### config.mk
export PLATFORM = sky130hd
export DESIGN_NAME = kct_window
export DESIGN_NICKNAME = d
export VERILOG_FILES = /design/src/rtl/kct_pkg.sv /design/src/rtl/kct_window.sv
export SDC_FILE = /design/constraint.sdc
export NUM_CORES = 1
export LEC_CHECK = 0
export BUFFER_PORTS_ARGS = -buffer_cell sky130_fd_sc_hd__buf_2
export CELL_PAD_IN_SITES_DETAIL_PLACEMENT = 1
export CELL_PAD_IN_SITES_GLOBAL_PLACEMENT = 2
export CORE_UTILIZATION = 36
export CTS_BUF_LIST = sky130_fd_sc_hd__clkbuf_8
export CTS_CLUSTER_SIZE = 16
export DETAILED_ROUTE_END_ITERATION = 10
export GPL_TIMING_DRIVEN = 0
export PLACE_DENSITY_LB_ADDON = 0.12
export RECOVER_POWER = 100
export SLEW_MARGIN = 20
export SYNTH_ARGS = -nofsm -noshare
export SYNTH_HDL_FRONTEND = slang
export SYNTH_SLANG_ARGS = --single-unit
### constraint.sdc
create_clock -name clk -period 1.8 [get_ports clk]
set_input_delay 0.09 -clock clk [delete_from_list [all_inputs] [get_ports clk]]
set_output_delay 0.09 -clock clk [all_outputs]
set_load 0.005 [all_outputs]
### src/rtl/kct_pkg.sv
// ----------------------------------------------------------------------------
// kct_pkg
// Shared types, constants and helpers of the k-mer counting table.
// ----------------------------------------------------------------------------
package kct_pkg;

	localparam int BASES_PER_WORD    = 32;
	localparam int WORD_W            = 64;
	localparam int KMER_BASES_DEF    = 256;
	localparam int KEY_WORDS_DEF     = 8;
	localparam int TABLE_ENTRIES_DEF = 16384;

	localparam int          PROBE_W     = 15;
	localparam logic [14:0] PROBE_RST   = 15'd64;
	localparam int          DISTINCT_W  = 15;
	localparam logic [14:0] DISTINCT_MAX = 15'h7FFF;

	localparam logic [63:0] HASH_MULT = 64'h9E37_79B9_7F4A_7C15;
	localparam int          HASH_SHIFT = 29;

	localparam logic [7:0] CHAR_C = 8'h43;
	localparam logic [7:0] CHAR_G = 8'h47;
	localparam logic [7:0] CHAR_T = 8'h54;

	localparam logic [1:0] REQ_PUSH = 2'd0;
	localparam logic [1:0] REQ_EOS  = 2'd1;
	localparam logic [1:0] REQ_READ = 2'd2;

	typedef enum logic [3:0] {
		S_CLEAR,
		S_IDLE,
		S_HSTART,
		S_HASH,
		S_MRD,
		S_MCHK,
		S_KRD,
		S_KCMP,
		S_KWR,
		S_MWR,
		S_RDWAIT,
		S_RDCHK,
		S_RDKWAIT,
		S_RDKEY,
		S_DONE
	} ctrl_state_t;

	typedef enum logic [2:0] {
		H_IDLE,
		H_XOR,
		H_M0,
		H_M1,
		H_M2,
		H_ADD,
		H_MIX,
		H_MOD
	} hash_state_t;

	typedef struct packed {
		logic       push;
		logic       clear;
		logic [1:0] code;
	} win_ctrl_t;

	function automatic logic [1:0] base_code(input logic [7:0] c);
		logic [1:0] r;
		r = 2'd0;
		if (c == CHAR_C) r = 2'd1;
		if (c == CHAR_G) r = 2'd2;
		if (c == CHAR_T) r = 2'd3;
		return r;
	endfunction

endpackage

### src/rtl/kct_window.sv
// ----------------------------------------------------------------------------
// kct_window
// Sliding 2-bit packed base window, fill count and running base position.
// ----------------------------------------------------------------------------
module kct_window
	import kct_pkg::*;
#(
	parameter int KMER_BASES = KMER_BASES_DEF,
	parameter int KEY_WORDS  = KEY_WORDS_DEF
) (
	input  logic                        clk,
	input  logic                        arst_n,
	input  win_ctrl_t                   ctrl,
	output logic [KEY_WORDS*WORD_W-1:0] window,
	output logic                        fills_now,
	output logic [31:0]                 position
);

	localparam int WIN_W   = KEY_WORDS * WORD_W;
	localparam int TOP_BIT = 2 * (KMER_BASES - 1);
	localparam bit HAS_TOP = (TOP_BIT + 2) <= WIN_W;
	localparam int TOP_IDX = HAS_TOP ? TOP_BIT : 0;
	localparam int FW      = $clog2(KMER_BASES + 1);

	logic [WIN_W-1:0] win_q, shifted;
	logic [FW-1:0]    fill_q;
	logic [31:0]      pos_q;

	always_comb begin
		shifted = win_q >> 2;
		shifted[TOP_IDX +: 2] = shifted[TOP_IDX +: 2] | (HAS_TOP ? ctrl.code : 2'b00);
	end

	always_ff @(posedge clk or negedge arst_n) begin
		if (!arst_n) begin
			win_q  <= '0;
			fill_q <= '0;
			pos_q  <= '0;
		end else if (ctrl.clear) begin
			win_q  <= '0;
			fill_q <= '0;
		end else if (ctrl.push) begin
			win_q <= shifted;
			pos_q <= pos_q + 32'd1;
			if (fill_q < FW'(KMER_BASES)) begin
				fill_q <= fill_q + 1'b1;
			end
		end
	end

	// the push now accepted leaves the window full
	assign fills_now = fill_q >= FW'(KMER_BASES - 1);
	assign window    = win_q;
	assign position  = pos_q;

endmodule

==> summary.md <==
| Metric | Value |
|---|---|
| # fillers | `6858` |
| Slew @ Worst Pin | `0.849 ns` |
| CTS Buf Count | `98` |
| Via Count | `16100` |
| Die Wd | `251 um` |
| Startpoint Class | `register` |
| Placeable core area | `0.0608 sq mm` |
| Hold Fails Final Rpt | `53` |
| Sw Ratio | `24.7%` |
| Largest net degree at the start of global routing | `98` |
| Critical path data arrival time | `1.84 ns` |
| Sequential power share | `49.1%` |
| Footprint of the multi-input gates | `0.00796 sq mm` |
| Synthesized instance count | `1825` |
| Final setup TNS | `-0.130 ns` |
| Post-Syn Area | `0.0223 sq mm` |
| CTS root buf | `clkbuf_8` |
| RSZ-0062 raised after global routing | `true` |
| Clock Skew | `0.0181 ns` |
| Rows | `90` |
| CTS tree | `yes` |
| Failing checks | `hold timing, setup timing` |
| Vias per cell | `4.81` |
| Synth Warn # | `0` |
| Pre-Repair DR Iteration Count | `4` |
| Setup WS post-layout | `-0.130 ns` |
| Int Power | `19.3 mW` |
| Gr ovfl total | `0` |
| Period utilization | `107%` |
| Critical Path RT | `1.71 ns` |
| DRC errors left | `0` |
| Register area share after synthesis | `62.1%` |
| # hold bufs at CTS | `5` |
| Total Routing Usage GR | `21.2%` |
| Final-stage net count | `2503` |
| Critical path fanouts, max | `2` |
| Clock tree buffer depth | `3` |
| Syn_area_per_cell | `12.2 sq um` |
| Switching power | `6.35 mW` |
| Setup-failing EPs final | `1` |
| Synth Register Bits | `553` |
| Max Slew Vio Count | `0` |
| GP Congestion | `0.795` |
| # port buffers | `550` |
| Pre-CTS WS | `-0.362 ns` |
| I/O pin cnt | `551` |
| Post-route ant nets | `0` |
| Finished Layout Cells | `3355` |
| LEAKAGE | `14.5 nW` |
| Period minus WS final | `1.93 ns` |
| Die H | `251 um` |
| Worst-path clk slew | `0.06 ns` |
| Mapped Nets | `1834` |
| Max_cap viols | `0` |
| H-Tree Depth | `3` |
| Comb power frac | `5.3%` |
| Vias in the first global route | `16900` |
| Antenna violations before repair | `3` |
| Hold Path Class | `input port to async pin` |
| Distinct cells, synth | `29` |
| Power per cell area | `924 mW/mm^2` |
| Commonest cells after routing, fill and taps aside | `552 x dfrtp_1, 525 x nor2_1, 513 x mux2i_1` |
| Clock power frac | `45.5%` |
| Die footprint | `0.0629 sq mm` |
| Placed insts | `3163` |
| Worst setup path category | `register to primary output` |
| Area grow syn2layout | `24.7%` |
| Slew margin rel. | `43.4%` |
| Starting Density | `36.6%` |
| WHS | `-0.0872 ns` |
| Commonest non-fill, non-tap cell in the layout | `dfrtp_1` |
| Starting DRT DRC Count | `601` |
| Clock Latency Late Sink | `0.69 ns` |
| DR WL/cell | `19.8 um` |
| Achievable Freq | `518 MHz` |
| Worst Setup End Kind | `primary output` |
| VDD IR max | `0.518 mV` |
| First-pass GRT wire length | `103000 um` |
| Status | `finished, violations left` |
| Drt total wl | `66500 um` |
| Dpl hpwl | `48500 um` |
| Share of cells above drive strength 1 | `14.6%` |
| Clock tree sinks | `553` |
| FF+latch area | `0.0138 sq mm` |
-- synthesized netlist by cell type (all sizes together) --
library cell	n	area [sq um]
dfrtp	553	13800
nor2	528	1980
mux2i	513	5130
clkbuf	60	225
buf	57	292
xnor2	29	254
nand4	16	113
nand3	15	75.1
nand2	9	33.8
xor2	9	78.8
and3	5	31.3
inv	5	18.8
nor4	5	46.3
ha	3	37.5
nor3	3	15.0
and2	2	12.5
nand2b	2	12.5
nand3b	2	15.0
nand4b	2	17.5
a21oi	1	5.00
and4	1	8.76
mux2	1	11.3
nor2b	1	6.26
nor3b	1	7.51
o21ai	1	5.00
or2	1	6.26
-- worst max-delay path, stage by stage (launching register included) --
cell and delay [ns]:
dfrtp_1 0.38, ha_2 0.20, nand3_2 0.09, nor2_2 0.04, ha_1 0.17, nor2_1 0.08, o21ai_1 0.06, buf_2 0.15
-- stage by stage --
| step | instance area (sq um) | utilization (%) | total power [mW] |
|---|---|---|---|
| after global routing | 27800 | 45.7 | 26.8 |
| final | 27800 | 45.7 | 25.7 |
| after floorplan | 22300 | - | 13.6 |
| after detailed placement | 26200 | 43.1 | 14.2 |
| after global placement | 26000 | 42.8 | 14.1 |
| after CTS | 28300 | 46.5 | 26.2 |
-- flip-flops by register name (all words and copies together), names as in the netlist --
| name | count |
|---|---|
| window | 512 |
| position | 32 |
| fill_q | 9 |
-- cell type report --
class	count	share of cell area [%]
Tap cell	782	3.52
Buffer	117	1.86
Clock buffer	125	6.19
Multi-Input combinational cell	1150	28.6
Inverter	5	0.0676
Antenna cell	4	0.0360
Timing Repair Buffer	569	8.94
Clock inverter	50	0.928
Sequential cell	553	49.8
-- final timing paths --
path	endpoint	start	depth (start not counted)	slack (ns)
worst min-delay path	window[40]$_DFFE_PN0P_	arst_n	2	-0.09
worst min register to register	position[31]$_DFFE_PN0P_	position[31]$_DFFE_PN0P_	1	0.48
worst max register to register	position[19]$_DFFE_PN0P_	position[0]$_DFFE_PN0P_	4	0.11
max in group asynchronous	window[279]$_DFFE_PN0P_	arst_n	5	0.04
worst max-delay path	fills_now	fill_q[0]$_DFFE_PN0P_	7	-0.13
min in group clk	fill_q[0]$_DFFE_PN0P_	ctrl[3]	5	0.17
-- kinds of logic (layout without fill, tap and decap cells) --
logic type	Yosys count	in the layout	synth area share [%]
simple gates	593	593	10.7
flops	553	553	62.1
mux	514	514	23.1
buf+inv	122	866	2.40
xor+xnor	38	38	1.49
fa+ha+maj	3	3	0.168
compound gates	2	2	0.0449
other cells	0	4	0
-- power groups by stage --
stage	combinational [mW]	clock (mW)	sequential (mW)
4_1_cts	1.41	12.1	12.6
5_1_grt	1.51	12.7	12.6
2_1_floorplan	0.769	0	12.8
3_5_place_dp	1.39	0	12.8
6_report	1.36	11.7	12.6
3_3_place_gp	1.31	0	12.8
-- per-layer routing --
layer  up-vias  share of wire [%]  GRT usage (%)
met5         -              0.020              0
met4         2                2.7           6.52
met3       112                7.2           7.53
met2       377                 48           34.5
met1      8204                 42           26.2
li1       7428                  -              -
-- timing repair --
item                                    4_1_cts  5_1_grt
setup buffers                                 3        5
hold endpoints to repair                    212       53
cloned                                        0        0
endpoints found under the setup margin       12       21
resized for setup                             6        6
pin swaps                                     3        2
Power figures use the tool's default switching activity.
